<file path="config.mk">
export PLATFORM = sky130hd
export DESIGN_NAME = event_centroid_wobble_predictor
export DESIGN_NICKNAME = d
export VERILOG_FILES = /design/src/rtl/core/ecwp_pkg.sv /design/src/rtl/core/ecwp_alu.sv /design/src/rtl/core/ecwp_seq.sv /design/src/rtl/core/ecwp_track.sv /design/src/rtl/core/event_centroid_wobble_predictor.sv
export SDC_FILE = /design/constraint.sdc
export NUM_CORES = 1
export LEC_CHECK = 0
export ABC_AREA = 1
export BUFFER_PORTS_ARGS = -buffer_cell sky130_fd_sc_hd__buf_2
export CORE_UTILIZATION = 49
export DETAILED_ROUTE_END_ITERATION = 12
export GPL_ROUTABILITY_DRIVEN = 0
export HOLD_SLACK_MARGIN = 0.05
export PLACE_DENSITY = 0.78
export SYNTH_ARGS = -nofsm -noshare
export SYNTH_HDL_FRONTEND = slang
export SYNTH_SLANG_ARGS = --single-unit
</file>
<file path="constraint.sdc">
create_clock -name clk -period 16.4 [get_ports clk]
set_input_delay 0.82 -clock clk [delete_from_list [all_inputs] [get_ports clk]]
set_output_delay 0.82 -clock clk [all_outputs]
set_load 0.005 [all_outputs]
</file>
<file path="src/rtl/core/ecwp_pkg.sv">
// shared types, constants and register codes of the event centroid wobble predictor
package ecwp_pkg;

    // fixed sizes
    localparam int EVENTS_PER_BATCH = 4;
    localparam int COORD_W          = 7;
    localparam int SUM_W            = 9;
    localparam int CFG_INDEX_W      = 3;
    localparam int CFG_DATA_W       = 8;
    localparam int IN_DATA_W        = 32 * EVENTS_PER_BATCH;
    localparam int OUT_DATA_W       = 32;

    // event word layout
    localparam int X_LSB = 24;
    localparam int Y_LSB = 17;

    // limits
    localparam logic [6:0] PERIOD_CAP = 7'd127;
    localparam logic [7:0] STREAK_MAX = 8'd255;

    // register reset values
    localparam logic [7:0] RST_CRITICAL_AMPLITUDE    = 8'd80;
    localparam logic [7:0] RST_FLOOR_AMPLITUDE       = 8'd4;
    localparam logic [7:0] RST_GROWTH_WINDOWS_NEEDED = 8'd2;
    localparam logic [7:0] RST_CROSSINGS_NEEDED      = 8'd3;
    localparam logic [5:0] RST_COUNTDOWN_LIMIT       = 6'd63;
    localparam logic [2:0] RST_SMOOTHING_SHIFT       = 3'd3;
    localparam logic [7:0] RST_EXTENT_WINDOW_BATCHES = 8'd32;
    localparam logic [7:0] RST_PERIOD_WINDOW_BATCHES = 8'd64;

    // register indexes
    typedef enum logic [CFG_INDEX_W-1:0] {
        REG_CRITICAL_AMPLITUDE    = 3'd0,
        REG_FLOOR_AMPLITUDE       = 3'd1,
        REG_GROWTH_WINDOWS_NEEDED = 3'd2,
        REG_CROSSINGS_NEEDED      = 3'd3,
        REG_COUNTDOWN_LIMIT       = 3'd4,
        REG_SMOOTHING_SHIFT       = 3'd5,
        REG_EXTENT_WINDOW_BATCHES = 3'd6,
        REG_PERIOD_WINDOW_BATCHES = 3'd7
    } cfg_idx_t;

    typedef struct packed {
        logic [7:0] critical_amplitude;
        logic [7:0] floor_amplitude;
        logic [7:0] growth_windows_needed;
        logic [7:0] crossings_needed;
        logic [5:0] countdown_limit;
        logic [2:0] smoothing_shift;
        logic [7:0] extent_window_batches;
        logic [7:0] period_window_batches;
    } cfg_t;

    // sequencer states
    typedef enum logic [2:0] {
        ST_IDLE,
        ST_SUM,
        ST_UPDATE,
        ST_COUNT,
        ST_WRITE
    } state_t;

    // sequencer to datapath
    typedef struct packed {
        logic load;
        logic sum_step;
        logic update;
        logic count_step;
        logic count_done;
        logic out_load;
    } ctrl_t;

    // datapath to sequencer
    typedef struct packed {
        logic need_count;
        logic loop_go;
    } stat_t;

    // shared adder / compare unit
    typedef struct packed {
        logic [SUM_W-1:0] a0;
        logic [SUM_W-1:0] b0;
        logic [SUM_W-1:0] a1;
        logic [SUM_W-1:0] b1;
        logic [SUM_W-1:0] c;
    } alu_in_t;

    typedef struct packed {
        logic [SUM_W-1:0] sum0;
        logic [SUM_W-1:0] sum1;
        logic             lt;
    } alu_out_t;

    // one result word
    typedef struct packed {
        logic [5:0] countdown;
        logic [7:0] amplitude;
        logic [6:0] period;
        logic       valid_res;
        logic [3:0] sequence_res;
    } result_t;

endpackage

</file>
<file path="src/rtl/core/ecwp_alu.sv">
// shared two-lane adder with compare, used for event sums and the countdown loop
module ecwp_alu
(
    input  ecwp_pkg::alu_in_t  op,
    output ecwp_pkg::alu_out_t res
);

    // lane 0 carries x sum or accumulator, lane 1 y sum or step count
    always_comb
    begin
        res.sum0 = op.a0 + op.b0;
        res.sum1 = op.a1 + op.b1;
        res.lt   = (op.a0 < op.c);
    end

endmodule

</file>
<file path="src/rtl/core/ecwp_seq.sv">
// sequencer: event summing, window update, countdown loop, result hand-off
module ecwp_seq
(
    input  logic                clk,
    input  logic                rst_n,
    input  logic                in_valid,
    input  logic                out_free,
    input  ecwp_pkg::stat_t     stat,
    output logic                in_ready,
    output ecwp_pkg::ctrl_t     ctrl
);

    ecwp_pkg::state_t state_reg;
    ecwp_pkg::state_t state_next;
    logic [1:0]       sum_cnt_reg;
    logic [1:0]       sum_cnt_next;

    // state and event counter
    always_ff @(posedge clk or negedge rst_n)
    begin
        if (!rst_n)
        begin
            state_reg   <= ecwp_pkg::ST_IDLE;
            sum_cnt_reg <= 2'd0;
        end
        else
        begin
            state_reg   <= state_next;
            sum_cnt_reg <= sum_cnt_next;
        end
    end

    // next state and control
    always_comb
    begin
        state_next   = state_reg;
        sum_cnt_next = sum_cnt_reg;
        in_ready     = 1'b0;
        ctrl         = '0;
        case (state_reg)
            ecwp_pkg::ST_IDLE:
            begin
                in_ready = 1'b1;
                if (in_valid)
                begin
                    ctrl.load    = 1'b1;
                    sum_cnt_next = 2'd0;
                    state_next   = ecwp_pkg::ST_SUM;
                end
            end
            ecwp_pkg::ST_SUM:
            begin
                ctrl.sum_step = 1'b1;
                sum_cnt_next  = sum_cnt_reg + 2'd1;
                if (sum_cnt_reg == 2'(ecwp_pkg::EVENTS_PER_BATCH - 1))
                begin
                    state_next = ecwp_pkg::ST_UPDATE;
                end
            end
            ecwp_pkg::ST_UPDATE:
            begin
                ctrl.update = 1'b1;
                state_next  = stat.need_count ? ecwp_pkg::ST_COUNT : ecwp_pkg::ST_WRITE;
            end
            ecwp_pkg::ST_COUNT:
            begin
                if (stat.loop_go)
                begin
                    ctrl.count_step = 1'b1;
                end
                else
                begin
                    ctrl.count_done = 1'b1;
                    state_next      = ecwp_pkg::ST_WRITE;
                end
            end
            ecwp_pkg::ST_WRITE:
            begin
                if (out_free)
                begin
                    ctrl.out_load = 1'b1;
                    state_next    = ecwp_pkg::ST_IDLE;
                end
            end
            default:
            begin
                state_next = ecwp_pkg::ST_IDLE;
            end
        endcase
    end

endmodule

</file>
<file path="src/rtl/core/ecwp_track.sv">
// tracking datapath: centroid, smoothing, crossings, extent windows, countdown
module ecwp_track
(
    input  logic                                   clk,
    input  logic                                   rst_n,
    input  ecwp_pkg::ctrl_t                        ctrl,
    input  ecwp_pkg::cfg_t                         cfg,
    input  logic [ecwp_pkg::IN_DATA_W-1:0]         words,
    input  ecwp_pkg::alu_out_t                     alu_res,
    output ecwp_pkg::alu_in_t                      alu_op,
    output ecwp_pkg::stat_t                        stat,
    output ecwp_pkg::result_t                      result
);

    localparam int N = ecwp_pkg::EVENTS_PER_BATCH;
    localparam int CW = ecwp_pkg::COORD_W;

    // batch under work
    logic [CW-1:0]               ev_x_reg [N];
    logic [CW-1:0]               ev_y_reg [N];
    logic [ecwp_pkg::SUM_W-1:0]  sx_reg;
    logic [ecwp_pkg::SUM_W-1:0]  sy_reg;

    // countdown loop
    logic [ecwp_pkg::SUM_W-1:0]  acc_reg;
    logic [7:0]                  growth_reg;
    logic [5:0]                  cd_reg;

    // tracking state
    logic [7:0]    smooth_x_reg;
    logic          previous_sign_reg;
    logic          sign_seen_reg;
    logic [7:0]    crossings_in_window_reg;
    logic [7:0]    period_window_count_reg;
    logic [3:0]    last_crossing_seq_reg;
    logic [1:0]    crossings_total_reg;
    logic          period_ok_reg;
    logic [6:0]    period_estimate_reg;
    logic [7:0]    extent_window_count_reg;
    logic [CW-1:0] min_x_reg;
    logic [CW-1:0] max_x_reg;
    logic [CW-1:0] min_y_reg;
    logic [CW-1:0] max_y_reg;
    logic          extent_started_reg;
    logic [7:0]    previous_amplitude_reg;
    logic          previous_amplitude_seen_reg;
    logic [7:0]    growth_streak_reg;
    logic [3:0]    batch_seq_reg;
    logic [5:0]    held_countdown_reg;
    logic [7:0]    held_amplitude_reg;
    logic [6:0]    held_period_reg;
    logic          held_valid_reg;

    // update cycle values
    logic [CW-1:0] cx;
    logic [CW-1:0] cy;
    logic [7:0]    smooth_x_next;
    logic          sign;
    logic          crossing;
    logic [7:0]    crossings_in_window_next;
    logic [1:0]    crossings_total_next;
    logic [3:0]    half;
    logic [6:0]    period_estimate_next;
    logic          period_ok_next;
    logic [3:0]    last_crossing_seq_next;
    logic [CW-1:0] min_x_next;
    logic [CW-1:0] max_x_next;
    logic [CW-1:0] min_y_next;
    logic [CW-1:0] max_y_next;
    logic          extent_started_next;
    logic [8:0]    pw_inc;
    logic          period_close;
    logic [7:0]    period_window_count_next;
    logic [8:0]    ew_inc;
    logic          extent_close;
    logic [7:0]    extent_window_count_next;
    logic [7:0]    amp;
    logic [7:0]    growth;
    logic [7:0]    growth_streak_mid;
    logic [7:0]    growth_streak_next;
    logic [7:0]    previous_amplitude_next;
    logic          previous_amplitude_seen_next;
    logic          predict;

    // operand select for the shared unit
    always_comb
    begin
        alu_op.c = {1'b0, cfg.critical_amplitude};
        if (ctrl.sum_step)
        begin
            alu_op.a0 = sx_reg;
            alu_op.b0 = {2'b00, ev_x_reg[0]};
            alu_op.a1 = sy_reg;
            alu_op.b1 = {2'b00, ev_y_reg[0]};
        end
        else
        begin
            alu_op.a0 = acc_reg;
            alu_op.b0 = {1'b0, growth_reg};
            alu_op.a1 = {3'b000, cd_reg};
            alu_op.b1 = 9'd1;
        end
    end

    // per-batch update
    always_comb
    begin
        // loop keeps going below target and under the cap
        stat.loop_go = alu_res.lt && (cd_reg < cfg.countdown_limit);

        cx = sx_reg[ecwp_pkg::SUM_W-1:2];
        cy = sy_reg[ecwp_pkg::SUM_W-1:2];

        // leaky integrator and crossing detect
        smooth_x_next = 8'(({1'b0, smooth_x_reg} - {1'b0, smooth_x_reg >> cfg.smoothing_shift})
                           + {2'b00, cx >> cfg.smoothing_shift});
        sign     = ({1'b0, cx} < smooth_x_next);
        crossing = sign_seen_reg && (sign != previous_sign_reg);

        crossings_in_window_next = crossings_in_window_reg;
        crossings_total_next     = crossings_total_reg;
        period_estimate_next     = period_estimate_reg;
        period_ok_next           = period_ok_reg;
        last_crossing_seq_next   = last_crossing_seq_reg;
        half                     = batch_seq_reg - last_crossing_seq_reg;
        if (!sign_seen_reg)
        begin
            last_crossing_seq_next = batch_seq_reg;
        end
        else if (crossing)
        begin
            crossings_in_window_next = crossings_in_window_reg + 8'd1;
            last_crossing_seq_next   = batch_seq_reg;
            if (crossings_total_reg < 2'd2)
            begin
                crossings_total_next = crossings_total_reg + 2'd1;
            end
            if (crossings_total_next == 2'd2)
            begin
                // a wrapped sequence distance is huge, so the period caps
                period_estimate_next = (batch_seq_reg >= last_crossing_seq_reg) ?
                                       {2'b00, half, 1'b0} : ecwp_pkg::PERIOD_CAP;
                period_ok_next = 1'b1;
            end
        end

        // extent bounds including this centroid
        if (!extent_started_reg)
        begin
            min_x_next = cx;
            max_x_next = cx;
            min_y_next = cy;
            max_y_next = cy;
        end
        else
        begin
            min_x_next = (cx < min_x_reg) ? cx : min_x_reg;
            max_x_next = (cx > max_x_reg) ? cx : max_x_reg;
            min_y_next = (cy < min_y_reg) ? cy : min_y_reg;
            max_y_next = (cy > max_y_reg) ? cy : max_y_reg;
        end
        extent_started_next = 1'b1;

        // period window
        pw_inc       = {1'b0, period_window_count_reg} + 9'd1;
        period_close = (pw_inc >= {1'b0, cfg.period_window_batches});
        period_window_count_next = pw_inc[7:0];
        growth_streak_mid        = growth_streak_reg;
        if (period_close)
        begin
            period_window_count_next = 8'd0;
            if (crossings_in_window_next < cfg.crossings_needed)
            begin
                period_ok_next    = 1'b0;
                growth_streak_mid = 8'd0;
            end
            crossings_in_window_next = 8'd0;
        end

        // extent window
        ew_inc       = {1'b0, extent_window_count_reg} + 9'd1;
        extent_close = (ew_inc >= {1'b0, cfg.extent_window_batches});
        extent_window_count_next = ew_inc[7:0];
        amp = {1'b0, max_x_next - min_x_next} + {1'b0, max_y_next - min_y_next};
        growth                       = 8'd0;
        growth_streak_next           = growth_streak_mid;
        previous_amplitude_next      = previous_amplitude_reg;
        previous_amplitude_seen_next = previous_amplitude_seen_reg;
        if (extent_close)
        begin
            extent_window_count_next = 8'd0;
            extent_started_next      = 1'b0;
            if (previous_amplitude_seen_reg)
            begin
                if (amp > previous_amplitude_reg)
                begin
                    growth = amp - previous_amplitude_reg;
                    if (growth_streak_mid != ecwp_pkg::STREAK_MAX)
                    begin
                        growth_streak_next = growth_streak_mid + 8'd1;
                    end
                end
                else
                begin
                    growth_streak_next = 8'd0;
                end
            end
            previous_amplitude_next      = amp;
            previous_amplitude_seen_next = 1'b1;
        end

        // growing oscillation below the critical amplitude
        predict = period_ok_next && (growth_streak_next >= cfg.growth_windows_needed) &&
                  (amp >= cfg.floor_amplitude) && (amp < cfg.critical_amplitude) &&
                  (growth != 8'd0);
        stat.need_count = extent_close && predict;
    end

    // batch load and event summing
    always_ff @(posedge clk)
    begin
        if (ctrl.load)
        begin
            sx_reg <= '0;
            sy_reg <= '0;
            for (int i = 0; i < N; i++)
            begin
                ev_x_reg[i] <= words[32*i + ecwp_pkg::X_LSB +: CW];
                ev_y_reg[i] <= words[32*i + ecwp_pkg::Y_LSB +: CW];
            end
        end
        else if (ctrl.sum_step)
        begin
            sx_reg <= alu_res.sum0;
            sy_reg <= alu_res.sum1;
            for (int i = 0; i < N - 1; i++)
            begin
                ev_x_reg[i] <= ev_x_reg[i+1];
                ev_y_reg[i] <= ev_y_reg[i+1];
            end
        end
    end

    // countdown accumulator
    always_ff @(posedge clk)
    begin
        if (ctrl.update)
        begin
            acc_reg    <= {1'b0, amp};
            growth_reg <= growth;
            cd_reg     <= 6'd0;
        end
        else if (ctrl.count_step)
        begin
            acc_reg <= alu_res.sum0;
            cd_reg  <= alu_res.sum1[5:0];
        end
    end

    // tracking state and held results
    always_ff @(posedge clk or negedge rst_n)
    begin
        if (!rst_n)
        begin
            smooth_x_reg                <= '0;
            previous_sign_reg           <= 1'b0;
            sign_seen_reg               <= 1'b0;
            crossings_in_window_reg     <= '0;
            period_window_count_reg     <= '0;
            last_crossing_seq_reg       <= '0;
            crossings_total_reg         <= '0;
            period_ok_reg               <= 1'b0;
            period_estimate_reg         <= '0;
            extent_window_count_reg     <= '0;
            min_x_reg                   <= '0;
            max_x_reg                   <= '0;
            min_y_reg                   <= '0;
            max_y_reg                   <= '0;
            extent_started_reg          <= 1'b0;
            previous_amplitude_reg      <= '0;
            previous_amplitude_seen_reg <= 1'b0;
            growth_streak_reg           <= '0;
            batch_seq_reg               <= '0;
            held_countdown_reg          <= '0;
            held_amplitude_reg          <= '0;
            held_period_reg             <= '0;
            held_valid_reg              <= 1'b0;
        end
        else if (ctrl.update)
        begin
            smooth_x_reg                <= smooth_x_next;
            previous_sign_reg           <= sign;
            sign_seen_reg               <= 1'b1;
            crossings_in_window_reg     <= crossings_in_window_next;
            period_window_count_reg     <= period_window_count_next;
            last_crossing_seq_reg       <= last_crossing_seq_next;
            crossings_total_reg         <= crossings_total_next;
            period_ok_reg               <= period_ok_next;
            period_estimate_reg         <= period_estimate_next;
            extent_window_count_reg     <= extent_window_count_next;
            min_x_reg                   <= min_x_next;
            max_x_reg                   <= max_x_next;
            min_y_reg                   <= min_y_next;
            max_y_reg                   <= max_y_next;
            extent_started_reg          <= extent_started_next;
            previous_amplitude_reg      <= previous_amplitude_next;
            previous_amplitude_seen_reg <= previous_amplitude_seen_next;
            growth_streak_reg           <= growth_streak_next;
            batch_seq_reg               <= batch_seq_reg + 4'd1;
            if (extent_close)
            begin
                held_amplitude_reg <= amp;
                held_period_reg    <= period_estimate_next;
                held_valid_reg     <= predict;
                held_countdown_reg <= 6'd0;
            end
        end
        else if (ctrl.count_done)
        begin
            held_countdown_reg <= cd_reg;
        end
    end

    // current status word
    always_comb
    begin
        result.countdown    = held_countdown_reg;
        result.amplitude    = held_amplitude_reg;
        result.period       = held_period_reg;
        result.valid_res    = held_valid_reg;
        result.sequence_res = batch_seq_reg;
    end

endmodule

</file>
<file path="src/rtl/core/event_centroid_wobble_predictor.sv">
// top level of the event centroid wobble predictor: ports, config, output register
//
//  channel  | signals                        | word
//  ---------+--------------------------------+------------------------------------
//  s        | s_tvalid s_tready s_tdata[128] | batch of four event words
//  m        | m_tvalid m_tready m_tdata[32]  | status: countdown, amplitude, period
//  cfg      | cfg_we cfg_index cfg_data      | register write, no read-back
//
// a batch passes the accept state, a sum step per event through the shared adder, the
// update state and the write state into the output register, which waits while that
// register is not free; at an extent window end with a prediction the countdown loop
// runs between update and write, one addition per cycle
// async active-low reset restores register defaults and clears all tracking state
// a result waits in the output register; the next batch is taken meanwhile and
// its result is held back until that register is free
module event_centroid_wobble_predictor
(
    input  logic                                  clk,
    input  logic                                  rst_n,
    // event batch in
    input  logic                                  s_tvalid,
    output logic                                  s_tready,
    // event_word_a, event_word_b, event_word_c, event_word_d
    input  logic [ecwp_pkg::IN_DATA_W-1:0]        s_tdata,
    // status out
    output logic                                  m_tvalid,
    input  logic                                  m_tready,
    // countdown, amplitude, period, valid_res, sequence_res, zero fill
    output logic [ecwp_pkg::OUT_DATA_W-1:0]       m_tdata,
    // register writes
    input  logic                                  cfg_we,
    input  logic [ecwp_pkg::CFG_INDEX_W-1:0]      cfg_index,
    input  logic [ecwp_pkg::CFG_DATA_W-1:0]       cfg_data
);

    ecwp_pkg::cfg_t     cfg_reg;
    ecwp_pkg::ctrl_t    ctrl;
    ecwp_pkg::stat_t    stat;
    ecwp_pkg::alu_in_t  alu_op;
    ecwp_pkg::alu_out_t alu_res;
    ecwp_pkg::result_t  result;
    logic               out_free;
    logic               m_tvalid_reg;
    logic [ecwp_pkg::OUT_DATA_W-1:0] m_tdata_reg;

    // configuration registers
    always_ff @(posedge clk or negedge rst_n)
    begin
        if (!rst_n)
        begin
            cfg_reg.critical_amplitude    <= ecwp_pkg::RST_CRITICAL_AMPLITUDE;
            cfg_reg.floor_amplitude       <= ecwp_pkg::RST_FLOOR_AMPLITUDE;
            cfg_reg.growth_windows_needed <= ecwp_pkg::RST_GROWTH_WINDOWS_NEEDED;
            cfg_reg.crossings_needed      <= ecwp_pkg::RST_CROSSINGS_NEEDED;
            cfg_reg.countdown_limit       <= ecwp_pkg::RST_COUNTDOWN_LIMIT;
            cfg_reg.smoothing_shift       <= ecwp_pkg::RST_SMOOTHING_SHIFT;
            cfg_reg.extent_window_batches <= ecwp_pkg::RST_EXTENT_WINDOW_BATCHES;
            cfg_reg.period_window_batches <= ecwp_pkg::RST_PERIOD_WINDOW_BATCHES;
        end
        else if (cfg_we)
        begin
            case (ecwp_pkg::cfg_idx_t'(cfg_index))
                ecwp_pkg::REG_CRITICAL_AMPLITUDE:    cfg_reg.critical_amplitude    <= cfg_data;
                ecwp_pkg::REG_FLOOR_AMPLITUDE:       cfg_reg.floor_amplitude       <= cfg_data;
                ecwp_pkg::REG_GROWTH_WINDOWS_NEEDED: cfg_reg.growth_windows_needed <= cfg_data;
                ecwp_pkg::REG_CROSSINGS_NEEDED:      cfg_reg.crossings_needed      <= cfg_data;
                ecwp_pkg::REG_COUNTDOWN_LIMIT:       cfg_reg.countdown_limit       <= cfg_data[5:0];
                ecwp_pkg::REG_SMOOTHING_SHIFT:       cfg_reg.smoothing_shift       <= cfg_data[2:0];
                ecwp_pkg::REG_EXTENT_WINDOW_BATCHES: cfg_reg.extent_window_batches <= cfg_data;
                ecwp_pkg::REG_PERIOD_WINDOW_BATCHES: cfg_reg.period_window_batches <= cfg_data;
                default:
                begin
                    cfg_reg <= cfg_reg;
                end
            endcase
        end
    end

    assign out_free = !m_tvalid_reg || m_tready;

    // sequencer
    ecwp_seq u_seq
    (
        .clk      (clk),
        .rst_n    (rst_n),
        .in_valid (s_tvalid),
        .out_free (out_free),
        .stat     (stat),
        .in_ready (s_tready),
        .ctrl     (ctrl)
    );

    // shared arithmetic unit
    ecwp_alu u_alu
    (
        .op  (alu_op),
        .res (alu_res)
    );

    // tracking datapath
    ecwp_track u_track
    (
        .clk     (clk),
        .rst_n   (rst_n),
        .ctrl    (ctrl),
        .cfg     (cfg_reg),
        .words   (s_tdata),
        .alu_res (alu_res),
        .alu_op  (alu_op),
        .stat    (stat),
        .result  (result)
    );

    // output register valid
    always_ff @(posedge clk or negedge rst_n)
    begin
        if (!rst_n)
        begin
            m_tvalid_reg <= 1'b0;
        end
        else if (ctrl.out_load)
        begin
            m_tvalid_reg <= 1'b1;
        end
        else if (m_tready)
        begin
            m_tvalid_reg <= 1'b0;
        end
    end

    // output register word
    always_ff @(posedge clk)
    begin
        if (ctrl.out_load)
        begin
            m_tdata_reg <= {6'd0, result.sequence_res, result.valid_res, result.period,
                            result.amplitude, result.countdown};
        end
    end

    assign m_tvalid = m_tvalid_reg;
    assign m_tdata  = m_tdata_reg;

    // a batch is never taken back to back
    a_one_in_flight : assert property (@(posedge clk) disable iff (!rst_n)
        (s_tvalid && s_tready) |=> !s_tready)
        else $error("batch accepted while another is in work");

    // a new result only lands in a free output register
    a_out_load_free : assert property (@(posedge clk) disable iff (!rst_n)
        ctrl.out_load |-> (!m_tvalid_reg || m_tready))
        else $error("output register overwritten while stalled");

    // a countdown is only reported with a valid prediction
    a_countdown_valid : assert property (@(posedge clk) disable iff (!rst_n)
        m_tvalid |-> (m_tdata[21] || (m_tdata[5:0] == 6'd0)))
        else $error("countdown without valid prediction");

endmodule

</file>
==> impl_metrics.env, run 1 <==
export IMPL_dr_pass1_iters=5
export IMPL_ant_nets=0
export IMPL_hold_class="in2async"
export IMPL_synth_cells=2053
export IMPL_core_area_um2=34600
export IMPL_syn_to_final_growth_pct=11.6
export IMPL_cts_hold_buf=0
export IMPL_layout_drive_gt1_share_pct=10.2
export IMPL_cts_resized=0
export IMPL_final_period_utilization_pct=54.6
export IMPL_synthTopCellsByCount="nand2_1 (544), inv_1 (304), o21ai_0 (241)"
export IMPL_hpwlAfterDp_um=27500
export IMPL_fp_row_count=68
export IMPL_slowest_delay_ns=0.79
export IMPL_synth_top_area_cell="dfrtp_1"
export IMPL_r2r_end="u_seq.state_reg[1]$_DFFE_PN0P_"
export IMPL_clkLatencyLatePin_ns=0.52
export IMPL_ys_seq_area_share_pct=45.4
export IMPL_overflow=0
export IMPL_worst_endpoint_arrival_ns=9.36
export IMPL_end_kind="flop"
export IMPL_crit_slowest_cell="dfstp_2"
export IMPL_skew_ns=0.0224
export IMPL_timing_rr_start="cfg_reg[16]$_DFFE_PN1P_"
export IMPL_ioPinCount=178
export IMPL_synth_area_leaders="dfrtp_1 (23%), edfxtp_1 (17%), nand2_1 (12%)"
export IMPL_start_util_pct=49.8
export IMPL_clk_pin_slew_worst_paths_ns=0.06
export IMPL_required_ns=16.80
export IMPL_fp_dieH_um=190
export IMPL_first_global_vias=13335
export IMPL_fmaxAchievable_mhz=112
export IMPL_report_final_setup_viol=0
export IMPL_tightest_slew_ns=0.954
export IMPL_die_area_um2=36000
export IMPL_antenna_found_initial=0
export IMPL_htree_levels=2
export IMPL_numCtsBuffers=35
export IMPL_vias_per_cell=5.28
export IMPL_startpoint_type="flop"
export IMPL_critPathMaxFanout=29
export IMPL_n_antenna_cell=0
export IMPL_gr_usage_all_layers_pct=21.9
export IMPL_drt_iter0_markers=1052
export IMPL_rsz0062_at_grt="false"
export IMPL_nNetsFinal=2450
export IMPL_critical_path_class="reg2reg"
export IMPL_synth_edf_count=98
export IMPL_ctsRootBufferMaster="clkbuf_16"
export IMPL_slew_headroom_pct=36.4
export IMPL_port_buffers=99
export IMPL_grt_pass1_wl_um=64000
export IMPL_tritoncts="yes"
export IMPL_fillerInstances=3026
export IMPL_slew_violations=0
export IMPL_ys_flop_type="dfrtp_1"
export IMPL_die_w_um=190
export IMPL_yosysWarnings=0
export IMPL_drt_wl_total_um=38800
export IMPL_cts_buffer_depth=3
export IMPL_tns_ns=0
export IMPL_synth_area_um2=17300
export IMPL_grt_max_degree=79
export IMPL_route_vias_total=13844
export IMPL_yosys_register_bits=298
export IMPL_drcViolationCount=0
export IMPL_syn_area_per_cell_um2=8.41
export IMPL_cpMostUsedCell="nand2_1"
export IMPL_outcome="finished, final reports clean"
export IMPL_yosysMostFrequentCell="nand2_1"
export IMPL_synth_cell_types=52
export IMPL_post_drt_wl_per_cell_um=14.8
export IMPL_r2r_setup_slack_ns=7.45
export IMPL_postSynth_asyncResetShare_pct=58.7
export IMPL_post_cts_buffers=0
export IMPL_maxCapViolations=0
export IMPL_largest_reg_flops=57
export IMPL_finalHoldViolations=0
export IMPL_fin_crit_ns=8.95
export IMPL_r2r_cells=57
export IMPL_yosys_area_top_type_share_pct=23.1
export IMPL_numClockSinks=298
-- cell usage in the layout (no fill, tap or decap), types with 12 or more instances in the layout --
cell type | synthesis | routed
nor2_1 | 77 | 75
nand3_1 | 51 | 51
edfxtp_1 | 98 | 98
clkbuf_16 | 0 | 35
dfrtp_1 | 159 | 159
buf_2 | 2 | 98
ha_1 | 151 | 151
o22ai_1 | 24 | 24
o21ai_0 | 241 | 241
xor2_1 | 48 | 48
nand4_1 | 24 | 24
dfxtp_1 | 25 | 25
a21oi_1 | 88 | 88
buf_4 | 6 | 15
inv_2 | 11 | 12
nand2_1 | 544 | 543
inv_1 | 304 | 303
fa_1 | 14 | 14
dfstp_2 | 16 | 16
-- critical path: cells and delay by family (launching register included) --
kind / cells / cell delay, ns
simple gates: 29 / 3.36
fa+ha+maj: 6 / 1.92
compound gates: 13 / 1.86
flops: 1 / 0.79
buf+inv: 7 / 0.47
xor+xnor: 2 / 0.45
-- metrics by stage --
step	worst slack [ns]	instance area, um2	instances	util, %	hold WS [ns]
after floorplan	8.84	17300	2058	-	0.425
after global placement	7.90	18200	2559	52.5	0.436
after detailed placement	7.51	18200	2559	52.5	0.435
after CTS	7.47	19300	2621	55.6	0.180
after global routing	6.58	19300	2621	55.6	0.197
final	7.45	19300	2621	55.6	0.183
-- layout make-up --
class | count | area [um2] | area share (%)
Multi-Input combinational cell | 1376 | 7970 | 41.4
Sequential cell | 298 | 7840 | 40.7
Inverter | 316 | 1190 | 6.17
Clock buffer | 45 | 963 | 5.00
Timing Repair Buffer | 114 | 614 | 3.19
Tap cell | 455 | 569 | 2.96
Clock inverter | 17 | 111 | 0.578
-- how the worst max path moves through the flow --
stage | start | endpoint | slack (ns) | depth (start not counted)
4_1_cts | cfg_reg[16]$_DFFE_PN1P_ | u_seq.state_reg[1]$_DFFE_PN0P_ | 7.47 | 57
6_report | cfg_reg[16]$_DFFE_PN1P_ | u_seq.state_reg[1]$_DFFE_PN0P_ | 7.45 | 57
3_5_place_dp | cfg_reg[16]$_DFFE_PN1P_ | u_seq.state_reg[1]$_DFFE_PN0P_ | 7.51 | 57
2_1_floorplan | cfg_reg[16]$_DFFE_PN1P_ | u_seq.state_reg[0]$_DFFE_PN0P_ | 8.84 | 56
5_1_grt | cfg_reg[16]$_DFFE_PN1P_ | u_seq.state_reg[1]$_DFFE_PN0P_ | 6.58 | 57
3_3_place_gp | cfg_reg[16]$_DFFE_PN1P_ | u_seq.state_reg[0]$_DFFE_PN0P_ | 7.90 | 57
-- metal layers --
| layer | wire [um] | GRT usage, % | vias up | part of all wire (%) |
|---|---|---|---|---|
| met5 | 0 | 0 | - | 0 |
| met2 | 18500 | 37.0 | 364 | 48 |
| met3 | 1880 | 3.03 | 69 | 4.8 |
| met4 | 1030 | 6.92 | 0 | 2.7 |
| li1 | - | - | 6866 | - |
| met1 | 17400 | 29.1 | 6545 | 45 |
-- logic make-up after synthesis --
group                    count (synthesis)  synth area share, %
AO/OA/AOI/OAI                          407                 12.7
XOR/XNOR                                59                 2.99
adder cells (fa/ha/maj)                165                 12.6
buffers and inverters                  384                 8.59
flip-flops                             298                 45.4
other                                    1               0.0217
AND/OR/NAND/NOR                        739                 17.6
Power of run 1 is left out: the tool's default activity adds up to more than one toggle a clock period on the data nets, which glitch-free logic cannot reach.
==> inputs of run 2 (changes only) <==
- clock period: 16.4 -> 8.8 ns (I/O delays scaled with it)
==> run 2 against run 1 <==
Against the previous run:
- cell count up 0.38%
- clock-buffer cell count up 6
- first-iteration DRC count down 12%
- setup slack worse by 6.8 ns
- non-clock buffer count up 8
- sequential share of layout area down 0.40 points
- core utilization up 0.60 points
- final area up 1.1%
- critical path depth down 2
- flip-flop and latch count unchanged
- wire length up 1.8%
- hold slack worse by 0.092 ns
- critical path type unchanged
- highest routed layer unchanged
==> impl_metrics.env, run 2 (synthesized netlist as in run 1, its figures left out) <==
export IMPL_outcome="finished, final reports clean"
export IMPL_gr_usage_all_layers_pct=22.3
export IMPL_cpMostUsedCell="nand2_1"
export IMPL_fp_dieH_um=190
export IMPL_drt_wl_total_um=39500
export IMPL_critPathMaxFanout=14
export IMPL_drt_iter0_markers=929
export IMPL_final_cell_mix="nand2_1 (542), inv_1 (303), o21ai_0 (236)"
export IMPL_numClockSinks=298
export IMPL_place_inst=2561
export IMPL_setup_ws_ns=0.606
export IMPL_numCtsBuffers=35
export IMPL_die_w_um=190
export IMPL_final_period_utilization_pct=93.1
export IMPL_final_cell_area_um2=19500
export IMPL_cts_buffer_depth=3
export IMPL_hold_ws_ns=0.0917
export IMPL_ctsRootBufferMaster="clkbuf_16"
export IMPL_dr_pass1_iters=5
export IMPL_required_ns=9.18
export IMPL_crit_slowest_cell="dfstp_4"
export IMPL_nNetsFinal=2458
export IMPL_drcViolationCount=0
export IMPL_fp_row_count=68
export IMPL_ant_nets=0
export IMPL_first_global_vias=13612
export IMPL_overflow=0
export IMPL_htree_levels=2
export IMPL_slew_violations=0
export IMPL_fmaxAchievable_mhz=122
export IMPL_slew_headroom_pct=44.2
export IMPL_grt_pass1_wl_um=65300
export IMPL_report_final_setup_viol=0
export IMPL_hpwlAfterDp_um=27900
export IMPL_tritoncts="yes"
export IMPL_grt_max_degree=79
export IMPL_place_area_um2=18200
export IMPL_fin_cells=2631
export IMPL_largest_reg_flops=57
export IMPL_layout_drive_gt1_share_pct=11.2
export IMPL_port_buffers=99
export IMPL_hold_class="in2reg"
export IMPL_pre_cts_ws_ns=0.193
export IMPL_skew_ns=0.0219
export IMPL_worst_endpoint_arrival_ns=8.57
export IMPL_final_common_cell="nand2_1"
export IMPL_finalHoldViolations=0
export IMPL_tightest_slew_ns=0.837
export IMPL_critical_path_class="reg2reg"
export IMPL_clkLatencyLatePin_ns=0.52
export IMPL_vias_per_cell=5.33
export IMPL_route_vias_total=14025
export IMPL_fin_crit_ns=8.19
export IMPL_startpoint_type="flop"
export IMPL_end_kind="flop"
export IMPL_maxCapViolations=0
export IMPL_post_drt_wl_per_cell_um=15.0
export IMPL_ioPinCount=178
export IMPL_die_area_um2=36000
export IMPL_n_antenna_cell=0
export IMPL_antenna_found_initial=0
export IMPL_clk_pin_slew_worst_paths_ns=0.06
export IMPL_slowest_delay_ns=0.66
export IMPL_syn_to_final_growth_pct=12.8
export IMPL_core_area_um2=34600
export IMPL_start_util_pct=49.8
-- run 2: cell count changes in the layout (fill, tap and decap cells not counted), sizes merged --
cell,delta
clkinv,-4
buf,+6
clkbuf,+7
dlygate4sd3,+1
bufinv,+1
inv,-1
-- run 2: final cells by class --
| class | instances | area [um2] |
|---|---|---|
| sequential | 298 | 7850 |
| timing repair buffer | 122 | 674 |
| clock inverter | 13 | 131 |
| fill | 3002 | 15200 |
| multi-input combinational | 1376 | 8040 |
| inverter | 316 | 1190 |
| clock buffer | 51 | 1020 |
| tap | 455 | 569 |
-- run 2: worst max-delay path, delay by kind of cell, from the launching register on --
family / cells / cell delay (ns)
simple gates: 25 / 3.00
xor+xnor: 2 / 0.37
fa+ha+maj: 6 / 1.88
flops: 1 / 0.66
compound gates: 14 / 1.45
buf+inv: 8 / 0.66
-- run 2: per-stage QoR --
stage	TNS, ns	utilization [%]
final	0	56.2
after global routing	-0.0993	56.2
after CTS	0	55.9
after detailed placement	0	52.5
after global placement	0	52.5
after floorplan	0	-
-- run 2: metal layers --
layer  share of wire [%]  wire (um)  track usage, %
met1                  44      17200            28.9
met2                  47      18600            36.7
met3                 5.5       2170            3.69
met4                 3.8       1490            9.58
met5                   0          0               0
-- run 2: final timing paths --
check | start | endpoint | slack (ns) | cells past startpoint
worst min-delay path | s_tdata[124] | u_track.ev_x_reg[0][25]$_DFFE_PP_ | 0.09 | 1
worst max-delay path | cfg_reg[16]$_DFFE_PN1P_ | u_seq.state_reg[2]$_DFFE_PN0P_ | 0.61 | 55
worst min register to register | u_track.held_period_reg[5]$_DFFE_PN0P_ | m_tdata[19]$_DFFE_PP_ | 0.45 | 0
min in group asynchronous | rst_n | u_track.min_y_reg[1]$_DFFE_PN0P_ | 0.52 | 2
max in group asynchronous | rst_n | cfg_reg[39]$_DFFE_PN0P_ | 6.97 | 3
worst max register to register | cfg_reg[16]$_DFFE_PN1P_ | u_seq.state_reg[2]$_DFFE_PN0P_ | 0.61 | 55
-- run 2: timing repair --
item	4_1_cts	5_1_grt
setup buffers	0	5
endpoints found under the hold margin	60	0
hold buffers	1	0
gates resized for setup	0	20
setup endpoints to repair	0	4
Power of run 2 is left out for the same reason.
